**config.mk**
```make
export PLATFORM = sky130hd
export DESIGN_NAME = osm_cell
export DESIGN_NICKNAME = d
export VERILOG_FILES = /design/src/hw/rtl/osm_pkg.sv /design/src/hw/rtl/osm_cell.sv
export SDC_FILE = /design/constraint.sdc
export NUM_CORES = 1
export LEC_CHECK = 0
export BUFFER_PORTS_ARGS = -buffer_cell sky130_fd_sc_hd__buf_2
export CORE_MARGIN = 3
export CORE_UTILIZATION = 46
export CTS_BUF_LIST = sky130_fd_sc_hd__clkbuf_16
export DETAILED_ROUTE_END_ITERATION = 10
export GPL_TIMING_DRIVEN = 1
export PLACE_DENSITY = 0.79
export SYNTH_ARGS = -nofsm -noshare
export SYNTH_HDL_FRONTEND = slang
export SYNTH_SLANG_ARGS = --single-unit
```
**constraint.sdc**
```tcl
create_clock -name clk -period 3.3 [get_ports clk]
set_input_delay 0.165 -clock clk [delete_from_list [all_inputs] [get_ports clk]]
set_output_delay 0.165 -clock clk [all_outputs]
set_load 0.02 [all_outputs]
```
**src/hw/rtl/osm_pkg.sv**
```systemverilog
// Shared types and constants for the order statistic multiset.
`default_nettype none
package osm_pkg;

	// Store depth, derived index and count widths, value and rank widths
	localparam int CAPACITY = 256;
	localparam int IDX_W    = $clog2(CAPACITY);
	localparam int CNT_W    = $clog2(CAPACITY + 1);
	localparam int VAL_W    = 32;
	localparam int RANK_W   = 9;

	// Request kinds
	typedef enum logic {
		REQ_INSERT = 1'b0,
		REQ_QUERY  = 1'b1
	} req_t;

	// Result status codes
	typedef enum logic [1:0] {
		ST_OK   = 2'd0,
		ST_FULL = 2'd1,
		ST_RANK = 2'd2
	} status_t;

endpackage
`default_nettype wire

```
**src/hw/rtl/osm_cell.sv**
```systemverilog
// One storage cell of the sorted chain: holds a value and shifts on insert.
`default_nettype none
module osm_cell (
	input  wire logic                              clk,
	input  wire logic                              ins_en,
	input  wire logic                              occupied,
	input  wire logic signed [osm_pkg::VAL_W-1:0] new_value,
	input  wire logic signed [osm_pkg::VAL_W-1:0] prev_value,
	input  wire logic                              prev_keep,
	output logic signed [osm_pkg::VAL_W-1:0]      cell_value,
	output logic                                   keep
);

	logic signed [osm_pkg::VAL_W-1:0] value_q;
	logic signed [osm_pkg::VAL_W-1:0] value_d;

	// stays put when occupied and not above the new word
	assign keep = occupied && (value_q <= new_value);

	// otherwise take the new word at the boundary, or the neighbour's value
	always_comb begin
		if (keep) begin
			value_d = value_q;
		end else if (prev_keep) begin
			value_d = new_value;
		end else begin
			value_d = prev_value;
		end
	end

	always_ff @(posedge clk) begin
		if (ins_en) begin
			value_q <= value_d;
		end
	end

	assign cell_value = value_q;

endmodule
`default_nettype wire

```
==> flow_summary.json, run 1 <==
{
  "r2r-end": "cell_value[1]",
  "drc": 0,
  "period_needed_ns": 2.329,
  "grt_pass1_wl_microns": 7541,
  "postPlaceCellArea_sq_um": 2754,
  "crit_type": "flop to flop",
  "drive_gt1_share_pct": 47.12,
  "fill_cells": 368,
  "skew_ns": 0.007215,
  "post-route-period-util_pct": 70.56,
  "ys_seq_elements": 32,
  "initial_core_util_pct": 48.99,
  "pwr-share-comb_pct": 26.3,
  "io-pin-count": 101,
  "nets": 394,
  "clock_path_buffers": 2,
  "netlist_area_sq_um": 2192,
  "fmax_ghz": 0.4294,
  "fin_ws_ns": 0.9714,
  "place_ws_ns": 0.9745,
  "core_sq_um": 4474,
  "overflow": 0,
  "postCtsSetupBuffers": 0,
  "ir_drop_v": 0.0002716,
  "rsz0062_at_grt": "false",
  "report.final.slew_viol_count": 0,
  "tns_ns": 0,
  "swShare_pct": 28.64,
  "critical_path_arrival_ns": 2.28,
  "setup_violations": 0,
  "slew-limit-headroom_pct": 51.68,
  "cp-start-kind": "flop",
  "crit_required_ns": 3.25,
  "outcome": "complete, no violations",
  "maxCapViolCount": 0,
  "dr.pass1.iters": 4,
  "postRouteAntennaNets": 0,
  "postLayoutCoreUtil_pct": 64.60,
  "r2r-start": "cell_value[15]",
  "grt_start_max_net_pins": 33,
  "cts_tree": "built",
  "path_clk_slew_ns": 0.05,
  "powerDensity_nw_per_um2": 448.1,
  "viasPerCell": 5.063,
  "ff_latch_area_sq_um": 960.9,
  "row_count": 24,
  "min_to": "cell_value[4]",
  "die-area_sq_um": 5630,
  "ys_warn_count": 0,
  "clock-sinks": 32,
  "worst-r2r-setup-slack_ns": 0.97,
  "cp_max_fo": 19,
  "min-delay-path-class": "input port to flop",
  "yosysUniqueCellTypes": 29,
  "hold_depth": 2,
  "worst_slew_pin_slew_ns": 0.7248,
  "crit_path_end_kind": "flop",
  "track_usage_pct": 17.91,
  "post_cts_resize_count": 0,
  "p_sw_w": 0.0003709,
  "numCtsBuffers": 5,
  "num_antenna_cells": 0,
  "cts_root_buf": "clkbuf_16",
  "hp-start": "prev_value[4]",
  "netlist_instances": 189,
  "worst_skew_pair.late_latency_ns": 0.28,
  "vias": 1757,
  "synth_seq_area_share_pct": 43.84,
  "intPower_w": 0.0009242,
  "multiInputGateArea_sq_um": 1092,
  "grt_pass1_vias": 1732,
  "antenna_found_initial": 0,
  "hold_viol": 0,
  "die-width_microns": 75.03,
  "first_iter_violations": 71,
  "place_hpwl_microns": 3971,
  "syn2layout_area_growth_pct": 31.85,
  "p_seq_share_pct": 40.7,
  "reg2regPathDepth": 8,
  "port_buffers": 100,
  "final_cell_area_sq_um": 2890,
  "h-tree-depth": 2,
  "wl_per_cell_microns": 13.84,
  "gp_congestion": 0.7552,
  "holdBufCountCts": 0,
  "drt-total-wl_microns": 4804,
  "largest_register_ffs": 32,
  "synth_nets": 289,
  "pwr-share-clk_pct": 33.0,
  "syn_avg_cell_area_sq_um": 11.60,
  "leakagePower_nw": 1.443,
  "die_h_microns": 75.03
}
==> layout make-up <==
class	count	share of cell area (%)
clock inverters	3	0.3896
clock buffers	5	4.329
repair buffers	102	17.84
multi-input cells	121	37.79
well taps	52	2.251
inverters	32	4.156
flip-flops and latches	32	33.25
==> power groups by stage <==
stage	clock (W)	combinational, W	sequential [W]
final	0.000427	0.000341	0.000527
after CTS	0.000436	0.000348	0.000527
after global placement	0	0.000337	0.000533
after global routing	0.000454	0.000381	0.000532
after floorplan	0	0.000161	0.000587
after detailed placement	0	0.000344	0.000535
==> synthesized netlist by cell type <==
cell | number | area [sq um]
a211oi_1 | 1 | 7.510
inv_1 | 32 | 120.1
a21boi_1 | 1 | 7.510
a2111oi_1 | 1 | 10.01
buf_2 | 3 | 15.01
o21ai_0 | 2 | 10.01
nand3_1 | 1 | 5.000
nand2_1 | 11 | 41.29
nor2b_1 | 2 | 12.51
o211a_1 | 1 | 10.01
a21oi_1 | 11 | 55.05
o221a_2 | 1 | 11.26
o21ai_1 | 3 | 15.01
ha_1 | 32 | 400.4
a32oi_1 | 1 | 8.760
a21oi_2 | 1 | 8.760
nor4_2 | 1 | 12.51
edfxtp_1 | 32 | 960.9
nand4_1 | 6 | 37.54
nand2b_1 | 1 | 6.260
and4_1 | 1 | 8.760
nor3_1 | 2 | 10.01
mux2_1 | 3 | 33.78
nor2_1 | 3 | 11.26
o21a_1 | 1 | 7.510
mux2_2 | 29 | 326.6
and3_1 | 2 | 12.51
a21o_1 | 3 | 22.52
clkbuf_1 | 1 | 3.750
==> cell usage in the layout, fill, tap and decap left out, drive strengths merged, types with 2 or more instances in the layout <==
| master | netlist | final |
|---|---|---|
| buf | 3 | 102 |
| inv | 32 | 34 |
| ha | 32 | 32 |
| edfxtp | 32 | 32 |
| mux2 | 32 | 32 |
| a21oi | 12 | 12 |
| nand2 | 11 | 11 |
| nand4 | 6 | 6 |
| clkbuf | 1 | 5 |
| o21ai | 5 | 5 |
| nor2 | 3 | 3 |
| a21o | 3 | 3 |
| nor2b | 2 | 2 |
| nor3 | 2 | 2 |
| and3 | 2 | 2 |
==> metrics by stage <==
step	std cells	power [W]	hold slack [ns]
detailed placement	339	0.0008785	0.4525
finish	347	0.001295	0.1686
global placement	339	0.0008698	0.4490
CTS	347	0.001310	0.1672
global route	347	0.001367	0.1791
floorplan	189	0.0007483	0.3659
==> critical path, stage by stage (launching register included) <==
cell and delay [ns]:
edfxtp_1 0.38, ha_1 0.33, nand4_1 0.17, nor4_2 0.33, o21ai_1 0.11, nand4_1 0.11
a21o_1 0.13, and3_1 0.17, buf_4 0.27
==> per-layer routing <==
metal	track usage [%]	wire length [microns]
met5	0	0
met4	8.498	107
met3	3.204	258
met2	32.59	2562
met1	20.07	1875
==> logic make-up after synthesis <==
logic type / after synthesis / share of synthesized area [%]
buffers and inverters: 36 / 6.335
multiplexers: 32 / 16.44
adder cells (fa/ha/maj): 32 / 18.26
flip-flops: 32 / 43.84
AND/OR/NAND/NOR: 30 / 7.192
AO/OA/AOI/OAI: 27 / 7.934
==> how the worst max path moves through the flow <==
| stage | from | to | slack, ns |
|---|---|---|---|
| after global placement | cell_value[13] | cell_value[5] | 1.04 |
| after floorplan | cell_value[15] | cell_value[0] | 0.52 |
| after CTS | cell_value[13] | cell_value[1] | 0.95 |
| final | cell_value[15] | cell_value[1] | 0.97 |
| after detailed placement | cell_value[13] | cell_value[2] | 0.97 |
| after global routing | cell_value[13] | cell_value[1] | 0.77 |
Note: power is estimated with default switching activity, not from simulation.
==> run 2: changes to the inputs <==
--- a/config.mk
+++ b/config.mk
@@ -5,13 +5,14 @@
 export SDC_FILE = /design/constraint.sdc
 export NUM_CORES = 1
 export LEC_CHECK = 0
+export ABC_AREA = 1
 export BUFFER_PORTS_ARGS = -buffer_cell sky130_fd_sc_hd__buf_2
 export CORE_MARGIN = 3
-export CORE_UTILIZATION = 46
+export CORE_UTILIZATION = 43
 export CTS_BUF_LIST = sky130_fd_sc_hd__clkbuf_16
 export DETAILED_ROUTE_END_ITERATION = 10
 export GPL_TIMING_DRIVEN = 1
-export PLACE_DENSITY = 0.79
+export PLACE_DENSITY = 0.77
 export SYNTH_ARGS = -nofsm -noshare
 export SYNTH_HDL_FRONTEND = slang
 export SYNTH_SLANG_ARGS = --single-unit
==> constraint.sdc (replaced) <==
create_clock -name clk -period 1.9 [get_ports clk]
set_input_delay 0.095 -clock clk [delete_from_list [all_inputs] [get_ports clk]]
set_output_delay 0.095 -clock clk [all_outputs]
set_load 0.02 [all_outputs]
==> run 2 against run 1 <==
Net effect:
- the flow now finishes with violations (negative setup slack)
- critical path depth rose by 3
- setup slack lost 1.3 ns
- power grew 98%
- area after synthesis about the same
- die area rose by 6.4%
- hold slack got worse by 0.058 ns
- via count rose by 24%
- clock skew fell by 0.0040 ns
- sequential power grew 71%
- register-to-register slack got worse by 1.3 ns
- fmax rose by 4.9%
- wire length grew 22%
- critical path type unchanged
- largest cell class unchanged
- highest routed layer unchanged
==> flow_summary.json, run 2 <==
{
  "first_iter_violations": 79,
  "p_total_w": 0.002559,
  "critical_path_arrival_ns": 2.21,
  "cts_root_buf": "clkbuf_16",
  "final_common_cell": "buf_2",
  "clock_path_buffers": 2,
  "p_seq_share_pct": 35.2,
  "synth_seq_area_share_pct": 43.86,
  "viasPerCell": 4.713,
  "crit_required_ns": 1.89,
  "overflow": 0,
  "yosys-top-cells-area": "edfxtp_1 (44%), ha_1 (18%), a21oi_1 (10%)",
  "worst_skew_pair.late_latency_ns": 0.27,
  "skew_ns": 0.003260,
  "synth_nets": 349,
  "crit_path_end_kind": "flop",
  "report.final.slew_viol_count": 0,
  "powerDensity_nw_per_um2": 729.9,
  "track_usage_pct": 19.89,
  "synthMostInstantiatedCell": "a21oi_1",
  "grt_start_max_net_pins": 29,
  "cp_max_fo": 7,
  "setup_violations": 33,
  "initial_core_util_pct": 45.48,
  "postPlaceCellArea_sq_um": 3022,
  "netlist_instances": 249,
  "antenna_found_initial": 0,
  "die_h_microns": 77.38,
  "violations": "negative setup slack",
  "yosys.area.top_type_share_pct": 43.86,
  "fin_ws_ns": -0.3191,
  "drive_gt1_share_pct": 47.10,
  "largest_register_ffs": 32,
  "pwr-share-comb_pct": 29.8,
  "numCtsBuffers": 5,
  "wl_per_cell_microns": 12.66,
  "wl_met1_microns": 2410,
  "ys_warn_count": 0,
  "vias": 2187,
  "swShare_pct": 28.14,
  "maxCapViolCount": 0,
  "cpMostUsedCell": "nand2_1",
  "grt_pass1_wl_microns": 9535,
  "row_count": 25,
  "path_clk_slew_ns": 0.05,
  "ys_async_sr_fraction_pct": 0,
  "synth_ff_type": "edfxtp_1",
  "clock-sinks": 32,
  "crit_path_top_delay_cell": "edfxtp_1",
  "slew-limit-headroom_pct": 75.15,
  "p_sw_w": 0.0007200,
  "ys_seq_elements": 32,
  "yosysUniqueCellTypes": 23,
  "cp-start-kind": "flop",
  "gp_congestion": 0.7705,
  "fill_cells": 367,
  "die-area_sq_um": 5988,
  "final_cell_area_sq_um": 3506,
  "worstPathCellList": "ha_1, nand2_1, nor3_2, nand2_1, nand2_1, nand2_1, nand3_1, nand3_2, a21oi_4, buf_4, buf_6",
  "grt_pass1_vias": 2186,
  "crit_buf_inv": 2,
  "post-route-period-util_pct": 116.8,
  "dr.pass1.iters": 4,
  "worst_slew_pin_slew_ns": 0.3728,
  "nets": 496,
  "ir_drop_v": 0.0005041,
  "synth_common_cells": "a21oi_1 (45), inv_1 (39), nor2_1 (37)",
  "postLayoutCoreUtil_pct": 72.78,
  "syn2layout_area_growth_pct": 60.02,
  "min-delay-path-class": "input port to flop",
  "leakagePower_nw": 1.760,
  "pwr-share-clk_pct": 35.0,
  "synth-edff-count": 32,
  "core_sq_um": 4817,
  "h-tree-depth": 2,
  "period_needed_ns": 2.219,
  "wl_met2_microns": 3047,
  "dr.max_layer_used": "met4",
  "io-pin-count": 101,
  "place_hpwl_microns": 4347,
  "port_buffers": 100,
  "drt-total-wl_microns": 5872,
  "drc": 0,
  "postRouteAntennaNets": 0,
  "crit_type": "flop to flop",
  "rsz0062_at_grt": "true",
  "tns_ns": -9.831,
  "outcome": "finished with violations",
  "cts_tree": "built",
  "num_antenna_cells": 0,
  "max_stage_delay_ns": 0.39,
  "hold_viol": 0,
  "netlist_area_sq_um": 2191,
  "fmax_ghz": 0.4506,
  "die-width_microns": 77.38,
  "synth.largest_area_cell": "edfxtp_1",
  "crit_family": "simple AND/OR/NAND/NOR gates",
  "layout_common_cells": "buf_2 (99), buf_4 (40), inv_1 (39), a21oi_1 (37), nor2_1 (36)",
  "wl_met3_microns": 345,
  "syn_avg_cell_area_sq_um": 8.799,
  "intPower_w": 0.001839
}
==> run 2: changes by cell type after synthesis, moves of 3 or more <==
cell     change
a21oi_1     +34
mux2_2      -29
nand4_1      -4
inv_2        +3
nor2_1      +34
nand2_1     +25
inv_1        +7
nor2_2       +3
o21ai_1      -3
==> run 2: cells by family after synthesis <==
kind of cell    count (synthesis)  synth area share (%)
mux                             1                0.5140
simple gates                   84                 16.56
fa+ha+maj                      32                 18.28
compound gates                 51                 12.22
flops                          32                 43.86
buf+inv                        49                 8.567
==> run 2: worst paths after layout <==
| check | depth (start not counted) | startpoint | endpoint | slack (ns) |
|---|---|---|---|---|
| hold reg to reg | 6 | cell_value[31] | cell_value[21] | 1.23 |
| setup reg to reg | 11 | cell_value[15] | cell_value[3] | -0.32 |
| setup / recovery | 11 | cell_value[15] | cell_value[3] | -0.32 |
| hold / removal | 2 | prev_value[0] | cell_value[0] | 0.11 |
==> run 2: per-layer routing <==
layer	track usage, %	up-vias
li1	-	1129
met1	23.49	980
met2	35.41	71
met3	4.640	7
met5	0	-
met4	6.584	0
==> run 2: cell type report <==
type	instances	area [sq um]	share of cell area, %
inverters	42	157.7	4.497
clock buffers	5	125.1	3.569
flip-flops and latches	32	960.9	27.41
repair buffers	147	905.9	25.84
clock inverters	3	37.54	1.071
multi-input cells	168	1235	35.22
well taps	67	83.83	2.391
==> run 2: stage by stage <==
stage | hold WS (ns) | setup slack, ns | cells
2_1_floorplan | 0.2959 | -0.5647 | 249
5_1_grt | 0.1249 | -0.4337 | 464
4_1_cts | 0.1126 | -0.2572 | 461
3_3_place_gp | 0.3895 | -0.2196 | 441
6_report | 0.1105 | -0.3191 | 464
3_5_place_dp | 0.3961 | -0.2895 | 441
==> run 2: power by group through the flow <==
stage	clock, W	sequential (W)	combinational, W
4_1_cts	0.000907	0.000900	0.000749
3_3_place_gp	0	0.000906	0.000609
3_5_place_dp	0	0.000909	0.000625
5_1_grt	0.000946	0.000908	0.000846
2_1_floorplan	0	0.000980	0.000287
6_report	0.000895	0.000901	0.000763
==> run 2: what timing repair did <==
action	CTS	global route
endpoints found under the setup margin	33	33
gates resized for setup	29	7
pin swaps	6	4
cloned	2	0
buffers inserted	10	4
endpoints found under the hold margin	0	0
hold buffers	0	0
==> run 3: changes to the inputs <==
--- a/config.mk
+++ b/config.mk
@@ -13,6 +13,7 @@
 export DETAILED_ROUTE_END_ITERATION = 10
 export GPL_TIMING_DRIVEN = 1
 export PLACE_DENSITY = 0.77
+export SKIP_LAST_GASP = 1
 export SYNTH_ARGS = -nofsm -noshare
 export SYNTH_HDL_FRONTEND = slang
 export SYNTH_SLANG_ARGS = --single-unit
==> run 3 against run 2 <==
Net effect:
- the flow still finishes with violations (negative setup slack)
- hold slack is the same
- sequential power barely moved
- die area unchanged
- sequential share of layout area stayed put
- setup slack unchanged
- fmax stayed put
- cell count stayed put
- clock power about the same
- wire length unchanged
- design area did not move
- power is the same
- largest power group unchanged
==> flow_summary.json, run 3 (synthesis results as in run 2) <==
{
  "dr.pass1.iters": 4,
  "initial_core_util_pct": 45.48,
  "path_clk_slew_ns": 0.05,
  "hold_viol": 0,
  "die-area_sq_um": 5988,
  "swShare_pct": 28.14,
  "io-pin-count": 101,
  "setup_violations": 33,
  "crit_path_end_kind": "flop",
  "pwr-share-comb_pct": 29.8,
  "num_antenna_cells": 0,
  "wl_per_cell_microns": 12.66,
  "vias": 2187,
  "violations": "negative setup slack",
  "die-width_microns": 77.38,
  "post-route-period-util_pct": 116.8,
  "cpMostUsedCell": "nand2_1",
  "crit_path_top_delay_cell": "edfxtp_1",
  "p_total_w": 0.002559,
  "core_sq_um": 4817,
  "fill_cells": 367,
  "worstPathCellList": "ha_1, nand2_1, nor3_2, nand2_1, nand2_1, nand2_1, nand3_1, nand3_2, a21oi_4, buf_4, buf_6",
  "port_buffers": 100,
  "pwr-share-clk_pct": 35.0,
  "final_common_cell": "buf_2",
  "worst_slew_pin_slew_ns": 0.3728,
  "cts_tree": "built",
  "intPower_w": 0.001839,
  "outcome": "finished with violations",
  "clock-sinks": 32,
  "skew_ns": 0.003260,
  "p_seq_share_pct": 35.2,
  "gp_congestion": 0.7705,
  "die_h_microns": 77.38,
  "rsz0062_at_grt": "true",
  "layout_common_cells": "buf_2 (99), buf_4 (40), inv_1 (39), a21oi_1 (37), nor2_1 (36)",
  "powerDensity_nw_per_um2": 729.9,
  "row_count": 25,
  "cp-start-kind": "flop",
  "crit_type": "flop to flop",
  "period_needed_ns": 2.219,
  "cp_max_fo": 7,
  "nets": 496,
  "grt_start_max_net_pins": 29,
  "ir_drop_v": 0.0005041,
  "largest_register_ffs": 32,
  "drt-total-wl_microns": 5872,
  "postRouteAntennaNets": 0,
  "worst_skew_pair.late_latency_ns": 0.27,
  "drive_gt1_share_pct": 47.10,
  "place_hpwl_microns": 4347,
  "cts_root_buf": "clkbuf_16",
  "overflow": 0,
  "antenna_found_initial": 0,
  "track_usage_pct": 19.89,
  "syn2layout_area_growth_pct": 60.02,
  "leakagePower_nw": 1.760,
  "slew-limit-headroom_pct": 75.15,
  "p_sw_w": 0.0007200,
  "drc": 0,
  "grt_pass1_wl_microns": 9535,
  "fin_ws_ns": -0.3191,
  "critical_path_arrival_ns": 2.21,
  "viasPerCell": 4.713,
  "report.final.slew_viol_count": 0,
  "fmax_ghz": 0.4506,
  "numCtsBuffers": 5,
  "max_stage_delay_ns": 0.39,
  "grt_pass1_vias": 2186,
  "crit_required_ns": 1.89,
  "maxCapViolCount": 0,
  "min-delay-path-class": "input port to flop",
  "place_ws_ns": -0.2895,
  "clock_path_buffers": 2,
  "first_iter_violations": 79,
  "h-tree-depth": 2
}
## run 3: cell counts in the layout (fill, tap and decap cells not counted)
No cell type changed its count.
## run 3: final cells by class
class                   instances  area (sq um)  share of cell area, %
repair buffers                147         905.9                  25.84
inverters                      42         157.7                  4.497
clock buffers                   5         125.1                  3.569
flip-flops and latches         32         960.9                  27.41
well taps                      67         83.83                  2.391
multi-input cells             168          1235                  35.22
clock inverters                 3         37.54                  1.071
## run 3: power by group through the flow
stage / combinational (W) / clock, W / sequential (W)
2_1_floorplan: 0.000287 / 0 / 0.000980
3_3_place_gp: 0.000609 / 0 / 0.000906
3_5_place_dp: 0.000625 / 0 / 0.000909
4_1_cts: 0.000749 / 0.000907 / 0.000900
5_1_grt: 0.000846 / 0.000946 / 0.000908
6_report: 0.000763 / 0.000895 / 0.000901
## run 3: timing repair
action | 4_1_cts | 5_1_grt
pin swaps | 6 | 4
setup endpoints to repair | 33 | 33
hold buffers | 0 | 0
buffers inserted | 10 | 4
endpoints found under the hold margin | 0 | 0
cloned | 2 | 0
gates resized for setup | 29 | 7
## run 3: worst max-delay path, delay by kind of cell, from the launching register on
kind                     cells  cell delay (ns)
AND/OR/NAND/NOR              7             0.73
flip-flops                   1             0.39
adder cells (fa/ha/maj)      1             0.33
buffers and inverters        2             0.26
AO/OA/AOI/OAI                1             0.23
## run 3: layer usage
| metal | share of wire (%) | up-vias | track usage, % |
|---|---|---|---|
| met5 | 0 | - | 0 |
| met4 | 1.2 | 0 | 6.584 |
| met3 | 5.9 | 7 | 4.640 |
| met2 | 52 | 71 | 35.41 |
| met1 | 41 | 980 | 23.49 |
| li1 | - | 1129 | - |
## run 3: worst paths after layout
path / startpoint / to / slack [ns] / depth (start not counted)
hold reg to reg: cell_value[31] / cell_value[21] / 1.23 / 6
setup / recovery: cell_value[15] / cell_value[3] / -0.32 / 11
hold / removal: prev_value[0] / cell_value[0] / 0.11 / 2
setup reg to reg: cell_value[15] / cell_value[3] / -0.32 / 11
## run 3: stage by stage
stage	utilization (%)	instance area (sq um)	TNS, ns	std cells	hold WS, ns
6_report	72.78	3506	-9.831	464	0.1105
5_1_grt	72.78	3506	-13.53	464	0.1249
4_1_cts	72.00	3468	-8.150	461	0.1126
3_5_place_dp	62.73	3022	-8.404	441	0.3961
3_3_place_gp	62.73	3022	-6.444	441	0.3895
2_1_floorplan	-	2227	-18.07	249	0.2959
